**config.mk**
```make
export PLATFORM = sky130hd
export DESIGN_NAME = char_lcd_nibble_writer
export DESIGN_NICKNAME = d
export VERILOG_FILES = /design/src/sv/clnw_pkg.sv /design/src/sv/clnw_front.sv /design/src/sv/clnw_queue.sv /design/src/sv/clnw_back.sv /design/src/sv/char_lcd_nibble_writer.sv
export SDC_FILE = /design/constraint.sdc
export NUM_CORES = 1
export LEC_CHECK = 0
export BUFFER_PORTS_ARGS = -buffer_cell sky130_fd_sc_hd__buf_2
export CAP_MARGIN = 25
export CORE_ASPECT_RATIO = 1.25
export CORE_MARGIN = 1
export CORE_UTILIZATION = 57
export CTS_CLUSTER_DIAMETER = 150
export DETAILED_ROUTE_END_ITERATION = 12
export GPL_ROUTABILITY_DRIVEN = 1
export PLACE_DENSITY = 0.78
export SLEW_MARGIN = 40
export SYNTH_ARGS = -nofsm -noshare
export SYNTH_HDL_FRONTEND = slang
export SYNTH_SLANG_ARGS = --single-unit
```
**constraint.sdc**
```tcl
create_clock -name i_clk -period 2.8 [get_ports i_clk]
set_clock_uncertainty 0.15 [all_clocks]
set_input_delay 0.42 -clock i_clk [delete_from_list [all_inputs] [get_ports i_clk]]
set_output_delay 0.42 -clock i_clk [all_outputs]
set_load 0.1 [all_outputs]
```
**src/sv/clnw_pkg.sv**
```systemverilog
// shared types, constants and helper functions for the character lcd nibble writer
`default_nettype none

package clnw_pkg;

    // widths of the stream and configuration ports
    localparam int unsigned HOLD_FIELD_W  = 24;
    localparam int unsigned CFG_INDEX_W   = 2;
    localparam int unsigned S_TDATA_W     = 16;
    localparam int unsigned S_TUSER_W     = 2;
    localparam int unsigned M_TDATA_W     = 32;
    localparam int unsigned M_TUSER_W     = 1;

    // default width of the stored hold counts
    localparam int unsigned HOLD_WIDTH_DEF = 24;

    // job queue depth
    localparam int unsigned QUEUE_DEPTH = 4;

    // phases of the init request
    localparam int unsigned INIT_PHASES = 26;
    localparam int unsigned STEP_W      = $clog2(INIT_PHASES);

    // register reset values
    localparam int unsigned PHASE_HOLD_RST = 300;
    localparam int unsigned POWER_UP_RST   = 15;
    localparam int unsigned SETTLE_RST     = 5;

    // configuration register indexes
    localparam logic [CFG_INDEX_W-1:0] CFG_PHASE_HOLD = 2'd0;
    localparam logic [CFG_INDEX_W-1:0] CFG_POWER_UP   = 2'd1;
    localparam logic [CFG_INDEX_W-1:0] CFG_SETTLE     = 2'd2;

    // request kinds
    localparam logic [1:0] OP_INIT     = 2'd0;
    localparam logic [1:0] OP_POSITION = 2'd1;
    localparam logic [1:0] OP_CHAR     = 2'd2;
    localparam logic [1:0] OP_RAW      = 2'd3;

    // cursor selection of a position request
    localparam logic [1:0] LINE_NONE = 2'd0;
    localparam logic [1:0] LINE_ONE  = 2'd1;
    localparam logic [1:0] LINE_TWO  = 2'd2;

    // command bytes
    localparam logic [7:0] CMD_CLEAR    = 8'h01;
    localparam logic [7:0] CMD_LINE_ONE = 8'h80;
    localparam logic [7:0] CMD_LINE_TWO = 8'hC0;
    localparam logic [7:0] CMD_WAKE     = 8'h03;
    localparam logic [7:0] CMD_4BIT     = 8'h02;
    localparam logic [7:0] CMD_FUNC_SET = 8'b0010_1000;
    localparam logic [7:0] CMD_DISP_ON  = 8'b0000_1100;
    localparam logic [7:0] CMD_ENTRY    = 8'b0000_0110;

    // phase positions inside the init sequence
    localparam logic [STEP_W-1:0] INIT_POWER_STEP  = STEP_W'(0);
    localparam logic [STEP_W-1:0] INIT_SETTLE_STEP = STEP_W'(5);
    localparam logic [STEP_W-1:0] INIT_TAIL_STEP   = STEP_W'(6);
    localparam logic [STEP_W-1:0] INIT_LAST_STEP   = STEP_W'(INIT_PHASES - 1);

    // which count a phase is held for
    typedef enum logic [1:0] {
        HOLD_NIBBLE,
        HOLD_POWER,
        HOLD_SETTLE
    } t_hold_sel;

    // classified request as it waits in the queue
    typedef struct packed {
        logic       is_init;
        logic       rs;
        logic       has_clear;
        logic       two_bytes;
        logic [7:0] cmd_byte;
    } t_job;

    // one phase of the init sequence
    typedef struct packed {
        logic       en;
        logic [3:0] nib;
        t_hold_sel  hsel;
    } t_init_phase;

    // commands sent after the settle wait
    function automatic logic [7:0] init_tail_byte(input logic [2:0] idx);
        logic [7:0] b;
        unique case (idx)
            3'd0:    b = CMD_4BIT;
            3'd1:    b = CMD_FUNC_SET;
            3'd2:    b = CMD_DISP_ON;
            3'd3:    b = CMD_ENTRY;
            default: b = CMD_CLEAR;
        endcase
        return b;
    endfunction

    // nibble of one of the four phases of a byte
    function automatic logic [3:0] byte_nibble(input logic [7:0] b, input logic [1:0] p);
        return p[1] ? b[3:0] : b[7:4];
    endfunction

    // phase table of the init request
    function automatic t_init_phase init_phase(input logic [STEP_W-1:0] step);
        t_init_phase     ph;
        logic [STEP_W-1:0] rel;
        logic [7:0]      b;
        logic [1:0]      p;
        rel = step - INIT_TAIL_STEP;
        b   = init_tail_byte(rel[4:2]);
        p   = rel[1:0];
        if (step == INIT_POWER_STEP) begin
            ph.en   = 1'b0;
            ph.nib  = 4'h0;
            ph.hsel = HOLD_POWER;
        end else if (step == INIT_SETTLE_STEP) begin
            ph.en   = 1'b0;
            ph.nib  = CMD_WAKE[3:0];
            ph.hsel = HOLD_SETTLE;
        end else if (step < INIT_SETTLE_STEP) begin
            p       = 2'(step - STEP_W'(1));
            ph.en   = ~p[0];
            ph.nib  = byte_nibble(CMD_WAKE, p);
            ph.hsel = HOLD_NIBBLE;
        end else begin
            ph.en   = ~p[0];
            ph.nib  = byte_nibble(b, p);
            ph.hsel = HOLD_NIBBLE;
        end
        return ph;
    endfunction

endpackage

`default_nettype wire

```
**src/sv/clnw_front.sv**
```systemverilog
// request decoder: classifies incoming requests into queue jobs
`default_nettype none

module clnw_front (
    input  wire logic                           i_rst_n,
    input  wire logic                           s_axis_tvalid,
    output logic                                s_axis_tready,
    input  wire logic [clnw_pkg::S_TDATA_W-1:0] s_axis_tdata,
    input  wire logic [clnw_pkg::S_TUSER_W-1:0] s_axis_tuser,
    output logic                                o_push,
    output clnw_pkg::t_job                      o_job,
    input  wire logic                           i_full
);

    logic       clear_first;
    logic [1:0] line_select;
    logic [7:0] byte_value;
    logic       has_cursor;
    logic       empty_req;

    assign clear_first = s_axis_tdata[0];
    assign line_select = s_axis_tdata[2:1];
    assign byte_value  = s_axis_tdata[10:3];

    assign s_axis_tready = ~i_full;

    // line select 3 means no cursor move
    assign has_cursor = (line_select == clnw_pkg::LINE_ONE) ||
                        (line_select == clnw_pkg::LINE_TWO);

    always_comb begin
        o_job     = '0;
        empty_req = 1'b0;
        unique case (s_axis_tuser)
            clnw_pkg::OP_INIT: begin
                o_job.is_init = 1'b1;
            end
            clnw_pkg::OP_POSITION: begin
                o_job.has_clear = clear_first;
                o_job.two_bytes = clear_first & has_cursor;
                o_job.cmd_byte  = (line_select == clnw_pkg::LINE_TWO) ?
                                  clnw_pkg::CMD_LINE_TWO : clnw_pkg::CMD_LINE_ONE;
                empty_req       = ~clear_first & ~has_cursor;
            end
            clnw_pkg::OP_CHAR: begin
                o_job.rs       = 1'b1;
                o_job.cmd_byte = byte_value;
            end
            default: begin
                o_job.cmd_byte = byte_value;
            end
        endcase
    end

    // a position request with nothing to do is taken and dropped
    assign o_push = s_axis_tvalid & ~i_full & ~empty_req & i_rst_n;

endmodule

`default_nettype wire

```
**src/sv/clnw_queue.sv**
```systemverilog
// small job queue between the request decoder and the phase sequencer
`default_nettype none

module clnw_queue (
    input  wire logic           i_clk,
    input  wire logic           i_rst_n,
    input  wire logic           i_push,
    input  wire clnw_pkg::t_job i_job,
    output logic                o_full,
    input  wire logic           i_pop,
    output clnw_pkg::t_job      o_job,
    output logic                o_empty
);

    localparam int unsigned PTR_W = $clog2(clnw_pkg::QUEUE_DEPTH);
    localparam int unsigned CNT_W = $clog2(clnw_pkg::QUEUE_DEPTH + 1);

    clnw_pkg::t_job    r_mem [clnw_pkg::QUEUE_DEPTH];
    clnw_pkg::t_job    r_head_job;
    logic [PTR_W-1:0]  r_wr_ptr, n_wr_ptr;
    logic [PTR_W-1:0]  r_rd_ptr, n_rd_ptr;
    logic [CNT_W-1:0]  r_count,  n_count;
    logic              do_push, do_pop;

    assign o_full  = (r_count == CNT_W'(clnw_pkg::QUEUE_DEPTH));
    assign o_empty = (r_count == '0);
    // popped job, held until the next pop
    assign o_job   = r_head_job;

    assign do_push = i_push & ~o_full;
    assign do_pop  = i_pop & ~o_empty;

    always_comb begin
        n_wr_ptr = r_wr_ptr;
        n_rd_ptr = r_rd_ptr;
        n_count  = r_count;
        if (do_push) begin
            n_wr_ptr = (r_wr_ptr == PTR_W'(clnw_pkg::QUEUE_DEPTH - 1)) ? '0 : r_wr_ptr + 1'b1;
        end
        if (do_pop) begin
            n_rd_ptr = (r_rd_ptr == PTR_W'(clnw_pkg::QUEUE_DEPTH - 1)) ? '0 : r_rd_ptr + 1'b1;
        end
        case ({do_push, do_pop})
            2'b10:   n_count = r_count + 1'b1;
            2'b01:   n_count = r_count - 1'b1;
            default: n_count = r_count;
        endcase
    end

    always_ff @(posedge i_clk) begin
        if (!i_rst_n) begin
            r_wr_ptr <= '0;
            r_rd_ptr <= '0;
            r_count  <= '0;
        end else begin
            r_wr_ptr <= n_wr_ptr;
            r_rd_ptr <= n_rd_ptr;
            r_count  <= n_count;
        end
    end

    always_ff @(posedge i_clk) begin
        if (do_push) begin
            r_mem[r_wr_ptr] <= i_job;
        end
        if (do_pop) begin
            r_head_job <= r_mem[r_rd_ptr];
        end
    end

endmodule

`default_nettype wire

```
**src/sv/clnw_back.sv**
```systemverilog
// phase sequencer: expands queued jobs into bus phases and holds the timing registers
`default_nettype none

module clnw_back #(
    parameter int unsigned HOLD_WIDTH = clnw_pkg::HOLD_WIDTH_DEF
) (
    input  wire logic                             i_clk,
    input  wire logic                             i_rst_n,
    input  wire logic                             i_cfg_we,
    input  wire logic [clnw_pkg::CFG_INDEX_W-1:0] i_cfg_index,
    input  wire logic [clnw_pkg::HOLD_FIELD_W-1:0] i_cfg_data,
    input  wire clnw_pkg::t_job                   i_job,
    input  wire logic                             i_empty,
    output logic                                  o_pop,
    output logic                                  m_axis_tvalid,
    input  wire logic                             m_axis_tready,
    output logic [clnw_pkg::M_TDATA_W-1:0]        m_axis_tdata,
    output logic [clnw_pkg::M_TUSER_W-1:0]        m_axis_tuser,
    output logic                                  m_axis_tlast
);

    localparam int unsigned STEP_W = clnw_pkg::STEP_W;
    localparam int unsigned HF_W   = clnw_pkg::HOLD_FIELD_W;

    typedef enum logic {
        ST_IDLE,
        ST_RUN
    } t_state;

    t_state               r_state;
    logic [STEP_W-1:0]    r_step;
    logic [HOLD_WIDTH-1:0] r_phase_hold, r_power_up, r_settle;

    logic                 r_out_valid;
    logic                 r_out_rs, r_out_en, r_out_last;
    logic [3:0]           r_out_nib;
    logic [HF_W-1:0]      r_out_hold;

    clnw_pkg::t_init_phase iph;
    logic                  ph_en, ph_last;
    logic [3:0]            ph_nib;
    clnw_pkg::t_hold_sel   ph_hsel;
    logic [7:0]            cur_byte;
    logic [HOLD_WIDTH-1:0] ph_hold;
    logic                  advance;

    // current phase from job and step; the queue holds the job until the next pop
    always_comb begin
        iph      = clnw_pkg::init_phase(r_step);
        cur_byte = (i_job.has_clear && !r_step[2]) ? clnw_pkg::CMD_CLEAR : i_job.cmd_byte;
        if (i_job.is_init) begin
            ph_en   = iph.en;
            ph_nib  = iph.nib;
            ph_hsel = iph.hsel;
            ph_last = (r_step == clnw_pkg::INIT_LAST_STEP);
        end else begin
            ph_en   = ~r_step[0];
            ph_nib  = clnw_pkg::byte_nibble(cur_byte, r_step[1:0]);
            ph_hsel = clnw_pkg::HOLD_NIBBLE;
            ph_last = (r_step[1:0] == 2'd3) && (!i_job.two_bytes || r_step[2]);
        end
        unique case (ph_hsel)
            clnw_pkg::HOLD_POWER:  ph_hold = r_power_up;
            clnw_pkg::HOLD_SETTLE: ph_hold = r_settle;
            default:               ph_hold = r_phase_hold;
        endcase
    end

    assign advance = (r_state == ST_RUN) && (!r_out_valid || m_axis_tready);
    assign o_pop   = (r_state == ST_IDLE) && !i_empty;

    always_ff @(posedge i_clk) begin
        if (!i_rst_n) begin
            r_state     <= ST_IDLE;
            r_step      <= '0;
            r_out_valid <= 1'b0;
        end else begin
            unique case (r_state)
                ST_IDLE: begin
                    if (!i_empty) begin
                        r_state <= ST_RUN;
                        r_step  <= '0;
                    end
                end
                default: begin
                    if (advance) begin
                        r_step <= r_step + 1'b1;
                        if (ph_last) begin
                            r_state <= ST_IDLE;
                        end
                    end
                end
            endcase
            if (advance) begin
                r_out_valid <= 1'b1;
                r_out_rs    <= i_job.rs;
                r_out_en    <= ph_en;
                r_out_nib   <= ph_nib;
                r_out_hold  <= HF_W'(ph_hold);
                r_out_last  <= ph_last;
            end else if (m_axis_tready) begin
                r_out_valid <= 1'b0;
            end
        end
    end

    // timing registers
    always_ff @(posedge i_clk) begin
        if (!i_rst_n) begin
            r_phase_hold <= HOLD_WIDTH'(clnw_pkg::PHASE_HOLD_RST);
            r_power_up   <= HOLD_WIDTH'(clnw_pkg::POWER_UP_RST);
            r_settle     <= HOLD_WIDTH'(clnw_pkg::SETTLE_RST);
        end else if (i_cfg_we) begin
            unique case (i_cfg_index)
                clnw_pkg::CFG_PHASE_HOLD: r_phase_hold <= HOLD_WIDTH'(i_cfg_data);
                clnw_pkg::CFG_POWER_UP:   r_power_up   <= HOLD_WIDTH'(i_cfg_data);
                clnw_pkg::CFG_SETTLE:     r_settle     <= HOLD_WIDTH'(i_cfg_data);
                default: ;
            endcase
        end
    end

    assign m_axis_tvalid = r_out_valid;
    assign m_axis_tuser  = r_out_rs;
    assign m_axis_tlast  = r_out_last;
    assign m_axis_tdata  = {{(clnw_pkg::M_TDATA_W - HF_W - 5){1'b0}},
                            r_out_hold, r_out_nib, r_out_en};

endmodule

`default_nettype wire

```
**src/sv/char_lcd_nibble_writer.sv**
```systemverilog
// top level of the character lcd nibble writer
`default_nettype none

// Turns requests into pin phases for a character LCD on a 4-bit bus. Each
// result transfer is one phase: register select (tuser), enable level, data
// nibble and hold time in ticks (tdata), with tlast on the final phase of the
// request. Every byte becomes four phases (enable high/low with the upper
// nibble, then enable high/low with the lower nibble). Request kinds: init
// (power-up wait, 0x03, settle wait, 0x02 0x28 0x0C 0x06 0x01, 26 phases),
// position (optional clear, then cursor 0x80 or 0xC0; a position with neither
// gives no phases), character (rs 1) and raw command (rs 0). A decoder takes
// requests into a four-entry job queue; a sequencer behind it sends one phase
// per cycle while the output is free, and loads each job from an idle state
// before its first phase. The hold registers are written through the config
// port and should only change while no phases are pending; they are kept to
// HOLD_WIDTH bits.
module char_lcd_nibble_writer #(
    parameter int unsigned HOLD_WIDTH = clnw_pkg::HOLD_WIDTH_DEF
) (
    input  wire logic                              i_clk,
    input  wire logic                              i_rst_n,
    // request stream
    input  wire logic                              s_axis_tvalid,
    output logic                                   s_axis_tready,
    // [0] clear_first, [2:1] line_select, [10:3] byte_value, rest zero
    input  wire logic [clnw_pkg::S_TDATA_W-1:0]    s_axis_tdata,
    // [1:0] operation
    input  wire logic [clnw_pkg::S_TUSER_W-1:0]    s_axis_tuser,
    // phase stream
    output logic                                   m_axis_tvalid,
    input  wire logic                              m_axis_tready,
    // [0] enable, [4:1] bus_nibble, [28:5] hold_ticks, rest zero
    output logic [clnw_pkg::M_TDATA_W-1:0]         m_axis_tdata,
    // [0] register_select
    output logic [clnw_pkg::M_TUSER_W-1:0]         m_axis_tuser,
    output logic                                   m_axis_tlast,
    // config write port: 0 phase hold, 1 power-up wait, 2 settle wait
    input  wire logic                              i_cfg_we,
    input  wire logic [clnw_pkg::CFG_INDEX_W-1:0]  i_cfg_index,
    input  wire logic [clnw_pkg::HOLD_FIELD_W-1:0] i_cfg_data
);

    // decoder to queue
    logic           push;
    logic           full;
    clnw_pkg::t_job push_job;

    // queue to sequencer
    logic           pop;
    logic           empty;
    clnw_pkg::t_job head_job;

    clnw_front u_front (
        .i_rst_n       (i_rst_n),
        .s_axis_tvalid (s_axis_tvalid),
        .s_axis_tready (s_axis_tready),
        .s_axis_tdata  (s_axis_tdata),
        .s_axis_tuser  (s_axis_tuser),
        .o_push        (push),
        .o_job         (push_job),
        .i_full        (full)
    );

    clnw_queue u_queue (
        .i_clk   (i_clk),
        .i_rst_n (i_rst_n),
        .i_push  (push),
        .i_job   (push_job),
        .o_full  (full),
        .i_pop   (pop),
        .o_job   (head_job),
        .o_empty (empty)
    );

    // sequencer owns the timing registers and the output register
    clnw_back #(
        .HOLD_WIDTH (HOLD_WIDTH)
    ) u_back (
        .i_clk         (i_clk),
        .i_rst_n       (i_rst_n),
        .i_cfg_we      (i_cfg_we),
        .i_cfg_index   (i_cfg_index),
        .i_cfg_data    (i_cfg_data),
        .i_job         (head_job),
        .i_empty       (empty),
        .o_pop         (pop),
        .m_axis_tvalid (m_axis_tvalid),
        .m_axis_tready (m_axis_tready),
        .m_axis_tdata  (m_axis_tdata),
        .m_axis_tuser  (m_axis_tuser),
        .m_axis_tlast  (m_axis_tlast)
    );

endmodule

`default_nettype wire

```
==> results by group <==
Worst setup path
  – WP buf/inv: 2
  – Crit-path cells: or3b_4 -> and4_4 -> inv_1 -> ha_1 -> inv_1 -> fa_1 -> xor2_1 -> or3_2 -> a21boi_0
  – Setup crit end kind: flip-flop
  – Crit path max fanout: 5
  – Crit path max-delay family: simple AND/OR/NAND/NOR gates
  – Worst setup SP type: flip-flop
  – Most used cell, CP: inv_1
  – Worst Path Arrival: between 2000 and 3000 ps
  – Highest-delay cell along the critical path: dfxtp_1
  – CP required: approximately 3000 ps
  – Worst Setup Path Type: reg2reg
  – Max incr delay on CP: about 420 ps

Cells and area
  – Util after Layout: between 60% and 70%
  – Antenna cells: 0
  – Non-Filler Instances: between 900 and 1000
  – Nets: 795
  – Share of cells above drive strength 1: about a fifth
  – Final instance area: 0.008458 sq mm
  – Area growth syn-to-layout: 14.15%

CTS
  – # clock sinks: 177
  – Cts hold-fix bufs: 0
  – PostCTS Resize Cnt: 0
  – Root Buffer: clkbuf_16
  – Clock slew seen by the registers of the worst setup and hold paths: 70 ps
  – CTS tree: yes
  – Clock Path Buffers: 2
  – Post-CTS setup buffer count: 0
  – Skew-Pair Late Insertion Delay: 430 ps
  – Htree depth: 4
  – CTS buffer count: 17

Job
  – Number of max-cap violations: 0

Power and ir drop
  – Combinational share of power: ~24%
  – Net Sw Power: around 2.5 mW
  – Flop pwr share: roughly 45%
  – VDD IR max: between 0.5 and 0.6 mV
  – Cell Pwr Density: between 800 and 900 mW/mm^2
  – Sw Share: approximately 34%
  – Internal power component: a little under 5 mW
  – Overall power: 7.263 mW
  – Clock network power share: a little under a third
  – Leakage: ~3.2 nW

Yosys
  – Syn avg cell area: 11.06 sq um
  – Most frequent cells after synthesis: 202 x nand2_1, 91 x edfxtp_1, 86 x dfxtp_1
  – Synth area leader: edfxtp_1
  – Syn Inst Count: 670
  – Synthesized area: 0.007410 sq mm
  – Unique masters post-synth: 56
  – Synth top area share: 36.88%
  – Cell with the most instances after synthesis: nand2_1
  – Synth area leaders: edfxtp_1 37%, dfxtp_1 23%, nand2_1 10%
  – Synth Warn #: 0
  – Post-synth ARST share: 0%
  – Top_reg_cell synth: edfxtp_1
  – Seq/Total Area, Yosys: about three fifths
  – EDFF count, synth: 91
  – Register bit total from synthesis: about 180

Routing
  – Residual DRC: 0
  – WL/cell: between 15 and 20 um
  – DRT Pass-1 Iters: 5
  – Vias: 5052
  – Final wirelength: between 10 and 15 mm
  – Initial drt markers: a little over 300
  – ANT nets after route: 0
  – Vias/cell: between 5 and 6

STA
  – Slew Viols, Final: 0
  – Min cycle time layout: ~2600 ps
  – RSZ-0062 raised after global routing: no
  – Sum Neg Setup Slack: 0 ps
  – Final hold vios: 0
  – Fin crit share: 94.37%
  – Achievable Freq: between 300 and 400 MHz
  – Final setup fails: 0
  – Relative slew margins: 52.05%
  – Slew @ Worst Pin: 719.3 ps

Placed design
  – Port Buf Inserts: 76
  – DP Area: roughly 0.0079 sq mm
  – Post-Place Cells: between 800 and 900
  – Placer Congestion: around 0.81
  – Detailed placement HPWL: between 9 and 10 mm

Floorplanning
  – CORE AREA: around 0.013 sq mm
  – Die Y: approximately 130 um
  – # rows: 46
  – I/O pin cnt: 85
  – Starting density of the core: a little under 60%
  – Die area: around 0.013 sq mm
  – Width of the die: between 100 and 150 um

Global route
  – First-pass GRT wire length: roughly 24 mm
  – Initial antenna violation count: 0
  – Pin count of the biggest net entering global routing: 86
  – All-Layer GR Usage: approximately 23%
  – Vias in the first global route: between 4000 and 5000
  – GRT overflow: 0

Status
  – Status: completed

Worst hold path
  – Type of the most critical hold path: in2reg
==> power groups by stage <==
stage                     Sequential, mW  Clock, mW  Combinational (mW)
after floorplan                     3.65          0               0.994
after global placement              3.27          0                1.71
after detailed placement            3.29          0                1.76
after CTS                           3.23       2.32                1.77
after global routing                3.26       2.43                1.89
final                               3.23       2.27                1.76
==> layer usage <==
metal	wire length (um)	global-route usage, %	vias up
li1	-	-	2440
met1	5809	25.42	2443
met2	7938	42.94	145
met3	715	4.276	24
met4	228	10.08	0
met5	0	0	-
==> path summary, 6_finish.rpt <==
path / from / slack (ps) / cells past startpoint / endpoint
setup reg to reg: u_queue.r_count[2] / 160 / 9 / u_queue.r_count[2]
hold / removal: i_cfg_data[8] / 80 / 3 / u_back.r_phase_hold[8]
setup / recovery: u_queue.r_count[2] / 160 / 9 / u_queue.r_count[2]
hold reg to reg: u_queue.o_job[10] / 270 / 0 / u_back.m_axis_tuser
==> cell families (layout without fill, tap and decap cells) <==
kind of cell,Yosys count,in the layout,synth area share [%]
AOI/OAI and AO/OA,120,120,11.99
and+or+nand+nor,272,272,16.09
xor gates and xnor gates,7,7,0.8274
buffers and inverters,61,135,4.002
muxes,19,19,4.627
adders and majority gates,13,13,2.296
DFF,177,177,60.11
other,1,3,0.05061
==> metrics by stage <==
stage          hold slack [ps]  setup WS [ps]
2_1_floorplan            250.3          2.997
3_3_place_gp             262.6          124.4
3_5_place_dp             258.3          34.56
4_1_cts                  69.09          152.4
5_1_grt                  89.06          52.91
6_report                 82.48          157.7
==> placed cells by master, fill, tap and decap left out, types with 3 or more instances in the layout <==
master	n
nor2_1	10
edfxtp_1	91
buf_4	13
xor2_1	5
ha_1	12
inv_8	4
a22oi_1	24
and2_1	10
a21oi_1	4
buf_2	76
and2_2	4
inv_6	6
nand2b_1	3
inv_1	13
o21ai_0	9
nand3_1	14
nor2b_1	9
mux4_2	12
a21boi_1	8
conb_1	3
and3_1	4
mux2i_1	5
nand2_1	202
dfxtp_1	86
nand4_1	3
clkbuf_16	17
a21boi_0	59
==> registers in the layout, indices dropped and copies added (netlist names), 2 cells and up <==
name                 count
u_back.r_step            5
u_back.r_out_hold       24
u_back.r_power_up       24
u_queue.r_wr_ptr         2
u_queue.r_count          3
u_back.r_out_nib         4
u_back.r_phase_hold     24
u_queue.r_mem           48
u_back.r_settle         24
u_queue.r_rd_ptr         2
u_queue.o_job           12
==> worst reg2reg max path, cell delays in order (launching register included) <==
cell,delay (ps)
dfxtp_1,420
or3b_4,420
and4_4,190
inv_1,50
ha_1,170
inv_1,70
fa_1,370
xor2_1,160
or3_2,400
a21boi_0,170
==> final cells by class <==
class / count / area, sq um
Sequential cell: 177 / 4454
Tap cell: 168 / 210.2
Clock buffer: 17 / 425.4
Multi-Input combinational cell: 434 / 2666
Timing Repair Buffer: 90 / 498.0
Clock inverter: 15 / 155.1
Fill cell: 950 / 4204
Inverter: 13 / 48.80
Note: power is estimated with default switching activity, not from simulation.
